$ cat src/rtl/svfcgp_pkg.sv
package svfcgp_pkg;

  localparam int SAMPLE_BITS    = 24;
  localparam int COEF_FRAC_BITS = 16;

  // integrator width
  localparam int IW     = 32;
  // widest coefficient register
  localparam int COEF_W = 24;

  // coefficient digit handled per cycle by the shared multiplier
  localparam int CHUNK = 8;
  localparam int NCH   = (COEF_W + CHUNK - 1) / CHUNK;
  localparam int CWP   = NCH * CHUNK;
  localparam int CNT_W = $clog2(NCH + 1);

  // multiplicand, full product and scaled product widths
  localparam int AW = IW + 2 * (COEF_W - COEF_FRAC_BITS) + 4;
  localparam int PW = AW + CWP;
  localparam int RW = PW - COEF_FRAC_BITS;

  localparam int NUM_REGS = 7;
  localparam int IDX_W    = $clog2(NUM_REGS);
  localparam int CFG_W    = 24;

  localparam int MODE_W = 2;
  localparam int G_W    = 24;
  localparam int K_W    = 20;
  localparam int N_W    = 17;
  localparam int GAIN_W = 20;
  localparam int PAN_W  = 17;

  typedef enum logic [MODE_W-1:0] {
    MODE_BYPASS = 2'd0,
    MODE_LOW    = 2'd1,
    MODE_HIGH   = 2'd2,
    MODE_BAND   = 2'd3
  } mode_t;

  typedef enum logic [IDX_W-1:0] {
    REG_MODE  = 3'd0,
    REG_G     = 3'd1,
    REG_K     = 3'd2,
    REG_NORM  = 3'd3,
    REG_GAIN  = 3'd4,
    REG_LPAN  = 3'd5,
    REG_RPAN  = 3'd6
  } reg_idx_t;

  localparam logic [G_W-1:0]    RST_G    = G_W'(4295);
  localparam logic [K_W-1:0]    RST_K    = K_W'(92684);
  localparam logic [N_W-1:0]    RST_NORM = N_W'(59742);
  localparam logic [GAIN_W-1:0] RST_GAIN = GAIN_W'(65536);
  localparam logic [PAN_W-1:0]  RST_PAN  = PAN_W'(46341);

  typedef struct packed {
    mode_t               mode;
    logic [G_W-1:0]      g;
    logic [K_W-1:0]      k;
    logic [N_W-1:0]      norm;
    logic [GAIN_W-1:0]   gain;
    logic [PAN_W-1:0]    lpan;
    logic [PAN_W-1:0]    rpan;
  } cfg_t;

  typedef struct packed {
    logic busy;
    logic done;
  } mac_sts_t;

  function automatic logic signed [IW-1:0] sat_int(input logic signed [RW-1:0] v);
    logic signed [RW-1:0] hi;
    logic signed [RW-1:0] lo;
    hi = $signed({{(RW - IW + 1){1'b0}}, {(IW - 1){1'b1}}});
    lo = $signed({{(RW - IW + 1){1'b1}}, {(IW - 1){1'b0}}});
    if (v > hi) begin
      return hi[IW-1:0];
    end else if (v < lo) begin
      return lo[IW-1:0];
    end
    return v[IW-1:0];
  endfunction

  function automatic logic signed [SAMPLE_BITS-1:0] sat_smp(input logic signed [RW-1:0] v);
    logic signed [RW-1:0] hi;
    logic signed [RW-1:0] lo;
    hi = $signed({{(RW - SAMPLE_BITS + 1){1'b0}}, {(SAMPLE_BITS - 1){1'b1}}});
    lo = $signed({{(RW - SAMPLE_BITS + 1){1'b1}}, {(SAMPLE_BITS - 1){1'b0}}});
    if (v > hi) begin
      return hi[SAMPLE_BITS-1:0];
    end else if (v < lo) begin
      return lo[SAMPLE_BITS-1:0];
    end
    return v[SAMPLE_BITS-1:0];
  endfunction

endpackage

$ cat src/rtl/svf_channel_gain_pan.sv
// One mixer channel: state variable filter, channel gain and constant-power pan.
// Input channel: in_valid/in_stall with in_sample (signed Q1.23). The block
// raises in_stall while it works on a sample and accepts a new one once idle.
// Output channel: out_valid/out_stall with out_left and out_right (signed
// Q1.23, saturated), held in an output register, so the next sample may be
// taken while a result still waits; a stalled result stays unchanged and the
// block stops before overwriting it.
// Configuration: cfg_we, cfg_index, cfg_data write one register per cycle;
// write only while the block is idle.
// Sequence: every coefficient product runs on one shared multiplier that takes
// one 8-bit coefficient digit per cycle. A filtered sample needs 6 products (7
// in high-pass), an integrator update step and a hand-off step; bypass needs
// 3 products and the hand-off. A new sample is taken only once the result has
// moved to the output register, which waits while a stalled result is held.
// Reset: the registers take their default values, both integrators clear and
// no result is pending.
module svf_channel_gain_pan (
  input  logic                                  clk,
  input  logic                                  rst_n,
  input  logic                                  in_valid,
  output logic                                  in_stall,
  input  logic signed [svfcgp_pkg::SAMPLE_BITS-1:0] in_sample,
  output logic                                  out_valid,
  input  logic                                  out_stall,
  output logic signed [svfcgp_pkg::SAMPLE_BITS-1:0] out_left,
  output logic signed [svfcgp_pkg::SAMPLE_BITS-1:0] out_right,
  input  logic                                  cfg_we,
  input  logic [svfcgp_pkg::IDX_W-1:0]          cfg_index,
  input  logic [svfcgp_pkg::CFG_W-1:0]          cfg_data
);

  typedef enum logic [9:0] {
    ST_IDLE = 10'b00_0000_0001,
    ST_MD   = 10'b00_0000_0010,
    ST_MN   = 10'b00_0000_0100,
    ST_MV   = 10'b00_0000_1000,
    ST_UPD  = 10'b00_0001_0000,
    ST_MK   = 10'b00_0010_0000,
    ST_MC   = 10'b00_0100_0000,
    ST_ML   = 10'b00_1000_0000,
    ST_MR   = 10'b01_0000_0000,
    ST_DONE = 10'b10_0000_0000
  } state_t;

  localparam int SB = svfcgp_pkg::SAMPLE_BITS;
  localparam int IW = svfcgp_pkg::IW;
  localparam int AW = svfcgp_pkg::AW;
  localparam int RW = svfcgp_pkg::RW;
  localparam int CWP = svfcgp_pkg::CWP;

  svfcgp_pkg::cfg_t     cfg;
  svfcgp_pkg::mac_sts_t mac_sts;

  logic                     mac_start;
  logic signed [AW-1:0]     mac_a;
  logic [CWP-1:0]           mac_coef;
  logic signed [RW-1:0]     mac_res;

  state_t                   state_r, state_nxt;
  logic signed [SB-1:0]     x_r, x_nxt;
  logic signed [IW-1:0]     ic1_r, ic1_nxt;
  logic signed [IW-1:0]     ic2_r, ic2_nxt;
  logic signed [IW-1:0]     v1_r, v1_nxt;
  logic signed [IW-1:0]     v2_r, v2_nxt;
  logic signed [AW-1:0]     m_r, m_nxt;
  logic signed [SB-1:0]     left_r, left_nxt;
  logic signed [SB-1:0]     right_r, right_nxt;
  logic                     out_valid_r, out_valid_nxt;
  logic signed [SB-1:0]     out_left_r, out_left_nxt;
  logic signed [SB-1:0]     out_right_r, out_right_nxt;

  logic                     in_xfer;
  logic                     out_xfer;
  logic signed [RW-1:0]     sum_w;

  svfcgp_cfg_regs u_cfg_regs (
    .clk       (clk),
    .rst_n     (rst_n),
    .cfg_we    (cfg_we),
    .cfg_index (cfg_index),
    .cfg_data  (cfg_data),
    .cfg       (cfg)
  );

  svfcgp_mac u_mac (
    .clk   (clk),
    .rst_n (rst_n),
    .start (mac_start),
    .a     (mac_a),
    .coef  (mac_coef),
    .sts   (mac_sts),
    .res   (mac_res)
  );

  assign in_stall = (state_r != ST_IDLE);
  assign in_xfer  = in_valid && !in_stall;
  assign out_xfer = out_valid_r && !out_stall;

  always_comb begin
    state_nxt     = state_r;
    x_nxt         = x_r;
    ic1_nxt       = ic1_r;
    ic2_nxt       = ic2_r;
    v1_nxt        = v1_r;
    v2_nxt        = v2_r;
    m_nxt         = m_r;
    left_nxt      = left_r;
    right_nxt     = right_r;
    out_valid_nxt = out_valid_r && !out_xfer;
    out_left_nxt  = out_left_r;
    out_right_nxt = out_right_r;
    mac_start     = 1'b0;
    mac_a         = '0;
    mac_coef      = '0;
    sum_w         = '0;

    unique case (state_r)
      ST_IDLE: begin
        if (in_xfer) begin
          x_nxt     = in_sample;
          mac_start = 1'b1;
          if (cfg.mode == svfcgp_pkg::MODE_BYPASS) begin
            mac_a     = AW'(in_sample);
            mac_coef  = CWP'(cfg.gain);
            state_nxt = ST_MC;
          end else begin
            mac_a     = AW'(in_sample) - AW'(ic2_r);
            mac_coef  = CWP'(cfg.g);
            state_nxt = ST_MD;
          end
        end
      end
      ST_MD: begin
        if (mac_sts.done) begin
          sum_w     = mac_res + RW'(ic1_r);
          mac_start = 1'b1;
          mac_a     = AW'(sum_w);
          mac_coef  = CWP'(cfg.norm);
          state_nxt = ST_MN;
        end
      end
      ST_MN: begin
        if (mac_sts.done) begin
          v1_nxt    = svfcgp_pkg::sat_int(mac_res);
          mac_start = 1'b1;
          mac_a     = AW'(v1_nxt);
          mac_coef  = CWP'(cfg.g);
          state_nxt = ST_MV;
        end
      end
      ST_MV: begin
        if (mac_sts.done) begin
          v2_nxt    = svfcgp_pkg::sat_int(mac_res + RW'(ic2_r));
          state_nxt = ST_UPD;
        end
      end
      ST_UPD: begin
        ic1_nxt   = svfcgp_pkg::sat_int((RW'(v1_r) <<< 1) - RW'(ic1_r));
        ic2_nxt   = svfcgp_pkg::sat_int((RW'(v2_r) <<< 1) - RW'(ic2_r));
        mac_start = 1'b1;
        unique case (cfg.mode)
          svfcgp_pkg::MODE_HIGH: begin
            mac_a     = AW'(v1_r);
            mac_coef  = CWP'(cfg.k);
            state_nxt = ST_MK;
          end
          svfcgp_pkg::MODE_LOW: begin
            mac_a     = AW'(v2_r);
            mac_coef  = CWP'(cfg.gain);
            state_nxt = ST_MC;
          end
          default: begin
            mac_a     = AW'(v1_r);
            mac_coef  = CWP'(cfg.gain);
            state_nxt = ST_MC;
          end
        endcase
      end
      ST_MK: begin
        if (mac_sts.done) begin
          sum_w     = RW'(x_r) - mac_res - RW'(v2_r);
          mac_start = 1'b1;
          mac_a     = AW'(sum_w);
          mac_coef  = CWP'(cfg.gain);
          state_nxt = ST_MC;
        end
      end
      ST_MC: begin
        if (mac_sts.done) begin
          m_nxt     = AW'(mac_res);
          mac_start = 1'b1;
          mac_a     = AW'(mac_res);
          mac_coef  = CWP'(cfg.lpan);
          state_nxt = ST_ML;
        end
      end
      ST_ML: begin
        if (mac_sts.done) begin
          left_nxt  = svfcgp_pkg::sat_smp(mac_res);
          mac_start = 1'b1;
          mac_a     = m_r;
          mac_coef  = CWP'(cfg.rpan);
          state_nxt = ST_MR;
        end
      end
      ST_MR: begin
        if (mac_sts.done) begin
          right_nxt = svfcgp_pkg::sat_smp(mac_res);
          state_nxt = ST_DONE;
        end
      end
      ST_DONE: begin
        // wait for the output register to free up
        if (!out_valid_r || out_xfer) begin
          out_valid_nxt = 1'b1;
          out_left_nxt  = left_r;
          out_right_nxt = right_r;
          state_nxt     = ST_IDLE;
        end
      end
      default: begin
        state_nxt = ST_IDLE;
      end
    endcase
  end

  always_ff @(posedge clk) begin
    if (!rst_n) begin
      state_r     <= ST_IDLE;
      ic1_r       <= '0;
      ic2_r       <= '0;
      out_valid_r <= 1'b0;
    end else begin
      state_r     <= state_nxt;
      ic1_r       <= ic1_nxt;
      ic2_r       <= ic2_nxt;
      out_valid_r <= out_valid_nxt;
    end
  end

  always_ff @(posedge clk) begin
    x_r         <= x_nxt;
    v1_r        <= v1_nxt;
    v2_r        <= v2_nxt;
    m_r         <= m_nxt;
    left_r      <= left_nxt;
    right_r     <= right_nxt;
    out_left_r  <= out_left_nxt;
    out_right_r <= out_right_nxt;
  end

  assign out_valid = out_valid_r;
  assign out_left  = out_left_r;
  assign out_right = out_right_r;

  a_out_from_done: assert property (@(posedge clk) disable iff (!rst_n)
    $rose(out_valid_r) |-> $past(state_r == ST_DONE))
    else $error("result raised outside the done state");

  a_mac_done_in_mul: assert property (@(posedge clk) disable iff (!rst_n)
    mac_sts.done |-> (state_r == ST_MD || state_r == ST_MN || state_r == ST_MV ||
                      state_r == ST_MK || state_r == ST_MC || state_r == ST_ML ||
                      state_r == ST_MR))
    else $error("multiplier finished with no product pending");

  a_idle_mac_free: assert property (@(posedge clk) disable iff (!rst_n)
    (state_r == ST_IDLE || state_r == ST_DONE) |-> !mac_sts.busy && !mac_sts.done)
    else $error("multiplier busy while sequencer is not waiting on it");

  a_integ_update: assert property (@(posedge clk) disable iff (!rst_n)
    (ic1_r != $past(ic1_r) || ic2_r != $past(ic2_r)) |-> $past(state_r == ST_UPD))
    else $error("integrators changed outside the update step");

endmodule

$ cat src/rtl/svfcgp_cfg_regs.sv
module svfcgp_cfg_regs (
  input  logic                           clk,
  input  logic                           rst_n,
  input  logic                           cfg_we,
  input  logic [svfcgp_pkg::IDX_W-1:0]   cfg_index,
  input  logic [svfcgp_pkg::CFG_W-1:0]   cfg_data,
  output svfcgp_pkg::cfg_t               cfg
);

  svfcgp_pkg::cfg_t cfg_r;
  svfcgp_pkg::cfg_t cfg_nxt;

  always_comb begin
    cfg_nxt = cfg_r;
    if (cfg_we) begin
      unique case (svfcgp_pkg::reg_idx_t'(cfg_index))
        svfcgp_pkg::REG_MODE: begin
          cfg_nxt.mode = svfcgp_pkg::mode_t'(cfg_data[svfcgp_pkg::MODE_W-1:0]);
        end
        svfcgp_pkg::REG_G: begin
          cfg_nxt.g = cfg_data[svfcgp_pkg::G_W-1:0];
        end
        svfcgp_pkg::REG_K: begin
          cfg_nxt.k = cfg_data[svfcgp_pkg::K_W-1:0];
        end
        svfcgp_pkg::REG_NORM: begin
          cfg_nxt.norm = cfg_data[svfcgp_pkg::N_W-1:0];
        end
        svfcgp_pkg::REG_GAIN: begin
          cfg_nxt.gain = cfg_data[svfcgp_pkg::GAIN_W-1:0];
        end
        svfcgp_pkg::REG_LPAN: begin
          cfg_nxt.lpan = cfg_data[svfcgp_pkg::PAN_W-1:0];
        end
        svfcgp_pkg::REG_RPAN: begin
          cfg_nxt.rpan = cfg_data[svfcgp_pkg::PAN_W-1:0];
        end
        default: begin
        end
      endcase
    end
  end

  always_ff @(posedge clk) begin
    if (!rst_n) begin
      cfg_r.mode <= svfcgp_pkg::MODE_BYPASS;
      cfg_r.g    <= svfcgp_pkg::RST_G;
      cfg_r.k    <= svfcgp_pkg::RST_K;
      cfg_r.norm <= svfcgp_pkg::RST_NORM;
      cfg_r.gain <= svfcgp_pkg::RST_GAIN;
      cfg_r.lpan <= svfcgp_pkg::RST_PAN;
      cfg_r.rpan <= svfcgp_pkg::RST_PAN;
    end else begin
      cfg_r <= cfg_nxt;
    end
  end

  assign cfg = cfg_r;

endmodule

$ cat src/rtl/svfcgp_mac.sv
module svfcgp_mac (
  input  logic                                 clk,
  input  logic                                 rst_n,
  input  logic                                 start,
  input  logic signed [svfcgp_pkg::AW-1:0]     a,
  input  logic [svfcgp_pkg::CWP-1:0]           coef,
  output svfcgp_pkg::mac_sts_t                 sts,
  output logic signed [svfcgp_pkg::RW-1:0]     res
);

  logic [svfcgp_pkg::CNT_W-1:0]              cnt_r, cnt_nxt;
  logic                                      done_r, done_nxt;
  logic signed [svfcgp_pkg::AW-1:0]          a_r;
  logic [svfcgp_pkg::CWP-1:0]                c_r, c_nxt;
  logic signed [svfcgp_pkg::PW-1:0]          acc_r, acc_nxt;
  logic signed [svfcgp_pkg::AW+svfcgp_pkg::CHUNK:0] part;

  // one coefficient digit per cycle, most significant first
  assign part = a_r * $signed({1'b0, c_r[svfcgp_pkg::CWP-1 -: svfcgp_pkg::CHUNK]});

  always_comb begin
    cnt_nxt  = cnt_r;
    done_nxt = 1'b0;
    c_nxt    = c_r;
    acc_nxt  = acc_r;
    if (start) begin
      cnt_nxt = svfcgp_pkg::CNT_W'(svfcgp_pkg::NCH);
      c_nxt   = coef;
      acc_nxt = '0;
    end else if (cnt_r != '0) begin
      acc_nxt  = (acc_r <<< svfcgp_pkg::CHUNK) + svfcgp_pkg::PW'(part);
      c_nxt    = c_r << svfcgp_pkg::CHUNK;
      cnt_nxt  = cnt_r - 1'b1;
      done_nxt = (cnt_r == svfcgp_pkg::CNT_W'(1));
    end
  end

  always_ff @(posedge clk) begin
    if (!rst_n) begin
      cnt_r  <= '0;
      done_r <= 1'b0;
    end else begin
      cnt_r  <= cnt_nxt;
      done_r <= done_nxt;
    end
  end

  always_ff @(posedge clk) begin
    if (start) begin
      a_r <= a;
    end
    c_r   <= c_nxt;
    acc_r <= acc_nxt;
  end

  assign sts.busy = (cnt_r != '0);
  assign sts.done = done_r;
  // floor of the product over 2^frac
  assign res = acc_r[svfcgp_pkg::PW-1:svfcgp_pkg::COEF_FRAC_BITS];

endmodule

$ cat config.mk
export PLATFORM = sky130hd
export DESIGN_NAME = svf_channel_gain_pan
export DESIGN_NICKNAME = d
export VERILOG_FILES = /design/src/rtl/svfcgp_pkg.sv /design/src/rtl/svf_channel_gain_pan.sv /design/src/rtl/svfcgp_cfg_regs.sv /design/src/rtl/svfcgp_mac.sv
export SDC_FILE = /design/constraint.sdc
export NUM_CORES = 2
export LEC_CHECK = 0
export BUFFER_PORTS_ARGS = -buffer_cell sky130_fd_sc_hd__clkbuf_2
export CAP_MARGIN = 20
export CELL_PAD_IN_SITES_DETAIL_PLACEMENT = 1
export CELL_PAD_IN_SITES_GLOBAL_PLACEMENT = 1
export CORE_UTILIZATION = 25
export CTS_CLUSTER_DIAMETER = 50
export DETAILED_ROUTE_END_ITERATION = 8
export PLACE_DENSITY_LB_ADDON = 0.3
export SLEW_MARGIN = 10
export SYNTH_ARGS = -nofsm -noshare
export SYNTH_HDL_FRONTEND = slang
export SYNTH_SLANG_ARGS = --single-unit
$ cat constraint.sdc
create_clock -name clk -period 6.23 [get_ports clk]
set_input_delay 0.3115 -clock clk [delete_from_list [all_inputs] [get_ports clk]]
set_output_delay 0.3115 -clock clk [all_outputs]
set_load 0.05 [all_outputs]
==> qor.csv <==
metric;value;unit
fmax;148;MHz
syn2layout_area_growth;24.4;%
tightest_slew;1.15;ns
fin_skew;0.119;ns
fin_crit;6.74;ns
crit_path_end_kind;flop;
cts.reportedPaths.clkPinSlew;0.05;ns
yosys.area.top_type_share;16.9;%
post_synth_num_cell_types;101;
vias;49800;
clock_sinks;583;
cts_buffer_depth;3;
grt_first_pass_wirelength;336000;um
synth-warning-count;0;
final-hold-violation-count;0;
syn_inst;6323;
remaining_drc_errors;0;
final_util;31.4;%
fillers;25600;
maxSlewViolCount;0;
synth-edff-count;312;
yosysSeqAreaShare;26.7;%
ios;106;
initial_core_util;25.2;%
antenna_found_initial;16;
slew_headroom;23.5;%
cts-root-buf;clkbuf_16;
start_kind;flop;
core_area;220000;sq um
clock_latency;0.82;ns
wl_per_cell;22.5;um
die_area;224000;sq um
synth_largest_area_cell;edfxtp_1;
hold_path.class;in2reg;
period_share;108;%
drt-total-wl;223000;um
startpoint;u_mac.c_r[19];
ys_async_sr_fraction;0;%
firstDrtPassIters;6;
hp-start;in_sample[23];
cp_max_fo;19;
viasPerCell;5.03;
ant_nets;0;
final-setup-viol-count;25;
dp_hpwl;176000;um
grt_pass1_vias;52900;
ys.flop_type;edfxtp_1;
cts_tree;done;
drive_gt1_share;16.5;%
rows;172;
first_iter_violations;3273;
yosys_register_bits;583;
worstPathArrival;7.45;ns
grt_overflow;0;
mappedNetlistNets;7225;
cts_made_buffers;116;
placement.io_buffers;105;
die_y;473;um
grt_max_degree;150;
worstSetupPathType;reg2reg;
violations;negative setup slack;
dieWidth;473;um
setup_ws;-0.511;ns
fin_nets;7742;
synth_area_per_cell;8.78;sq um
synth.area.top_cells;edfxtp_1 17%, fa_1 16%, dfxtp_1 9.8%, ha_1 9.1%, nand2_1 5.7%;
place_congestion;0.920;
maxCapViolCount;0;
grt_usage;19.7;%
ctsHtreeMaxLevel;3;
cp_data_required_time;6.94;ns
synthesis.area;55500;sq um
grt_setup_unrepaired;true;
outcome;finished with violations;
reg2reg_from;u_mac.c_r[19];
logic make-up (layout without fill, tap and decap cells):
logic type | count (synthesis) | count (layout) | share of synthesized area (%)
other | 0 | 3 | 0
multiplexers | 33 | 33 | 0.602
AND/OR/NAND/NOR | 1984 | 1984 | 17.0
XOR/XNOR | 282 | 282 | 4.45
buffers and inverters | 911 | 1529 | 6.35
flip-flops | 583 | 583 | 26.7
adder cells (fa/ha/maj) | 846 | 846 | 25.1
AO/OA/AOI/OAI | 1684 | 1684 | 19.9
cell usage after synthesis, types with 43 or more instances:
cell type  instances
a222oi_1          43
nor2_1           300
xor2_1           109
nor3_1            67
and2_1           279
nand4_1           77
a211oi_1          45
inv_1            629
nor2b_1           53
a31oi_1           43
a21oi_1          522
ha_1             402
fa_1             444
nand2b_1          47
nand3_1          144
clkbuf_1         251
xnor2_1          173
and3_1            55
o21a_1            50
a21boi_0          93
nand2_1          837
a21o_1           177
dfxtp_1          271
o21bai_1          44
edfxtp_1         312
o21ai_0          317
sequential cells by signal, indices dropped and copies added (netlist names), 24 cells and up:
| name | cells |
|---|---|
| u_mac.acc_r | 76 |
| out_right | 24 |
| ic1_r | 32 |
| right_r | 24 |
| ic2_r | 32 |
| left_r | 24 |
| v2_r | 32 |
| u_mac.a_r | 52 |
| v1_r | 32 |
| x_r | 24 |
| out_left | 24 |
| u_cfg_regs.cfg | 117 |
| u_mac.c_r | 24 |
| m_r | 52 |
worst max-delay path, cell delays in order, from the launching register on:
cell and delay [ns]:
edfxtp_1 0.41, buf_12 0.18, buf_4 0.15, and2_1 0.14, fa_1 0.52, fa_1 0.46, fa_1 0.52, fa_1 0.57
inv_1 0.06, fa_1 0.49, inv_1 0.05, ha_1 0.28, buf_4 0.15, and3_1 0.25, nand2_1 0.17, nor2_1 0.17
o211ai_1 0.11, buf_4 0.19, a211oi_4 0.28, buf_12 0.16, or3_4 0.15, a311oi_4 0.11, o31ai_4 0.29, a21boi_2 0.14
o311a_1 0.34, a2111oi_4 0.28
through the flow:
stage          setup slack (ns)  TNS, ns  cells  cell area, sq um  hold slack [ns]
5_1_grt                  -0.740   -14.67   9900             69100           0.0748
3_5_place_dp              -1.15   -26.93   9571             62400            0.406
2_1_floorplan           -0.0179  -0.0179   6323             55600            0.400
6_report                 -0.511    -6.58   9902             69100           0.0880
3_3_place_gp              -1.15   -26.54   9571             62400            0.405
4_1_cts                  -0.634    -8.52   9862             67900           0.0274
final cells by class:
| cell class | instances | area [sq um] | share of cell area, % |
|---|---|---|---|
| well taps | 2958 | 3700 | 5.36 |
| flip-flops and latches | 583 | 14800 | 21.4 |
| diodes | 3 | 7.51 | 0.0109 |
| multi-input cells | 4829 | 38600 | 55.9 |
| inverters | 630 | 2370 | 3.43 |
| clock inverters | 76 | 1040 | 1.50 |
| clock buffers | 143 | 3150 | 4.56 |
| repair buffers | 680 | 5390 | 7.81 |
cells in the final DEF, fill, tap and decap left out, drive strengths merged, types with 21 or more instances in the layout:
cell	netlist	final
nand2	837	837
inv	630	645
a21oi	526	526
buf	30	524
fa	444	444
ha	402	402
o21ai	361	361
edfxtp	312	312
nor2	301	301
and2	279	279
dfxtp	271	271
clkbuf	251	249
a21o	177	177
xnor2	173	173
nand3	144	144
xor2	109	109
a21boi	94	94
nand4	77	77
nor3	68	68
and3	55	55
nor2b	53	53
dlygate4sd3	0	50
o21a	50	50
nand2b	47	47
a211oi	47	47
o21bai	44	44
a31oi	44	44
a222oi	43	43
o211ai	40	40
clkinv	0	34
or3	31	31
mux2i	30	30
a22oi	30	30
a221o	28	28
o31ai	27	27
nor4	22	22
a221oi	21	21
path summary, 6_finish.rpt:
check / endpoint / slack, ns / depth (start not counted)
max: u_mac.acc_r[75] / -0.51 / 25
min: x_r[23] / 0.09 / 1
max reg2reg: u_mac.acc_r[75] / -0.51 / 25
min reg2reg: out_left[0] / 0.41 / 0
per-layer routing:
layer	up-vias	global-route usage [%]	wire (um)	part of all wire [%]
li1	23000	-	-	-
met1	25300	26.4	101000	45
met2	1122	32.9	105000	47
met3	326	2.61	10400	4.7
met4	8	5.41	6400	2.9
met5	-	0	43	0.019
timing repair:
| action | 4_1_cts | 5_1_grt |
|---|---|---|
| endpoints found under the hold margin | 143 | 0 |
| hold buffers | 50 | 0 |
| pin swaps | 93 | 135 |
| endpoints found under the setup margin | 42 | 42 |
| buffers inserted | 22 | 38 |
| cloned | 2 | 2 |
| resized for setup | 135 | 156 |
Power is left out: the tool's default activity adds up to more than one toggle a clock period on the data nets, which glitch-free logic cannot reach.
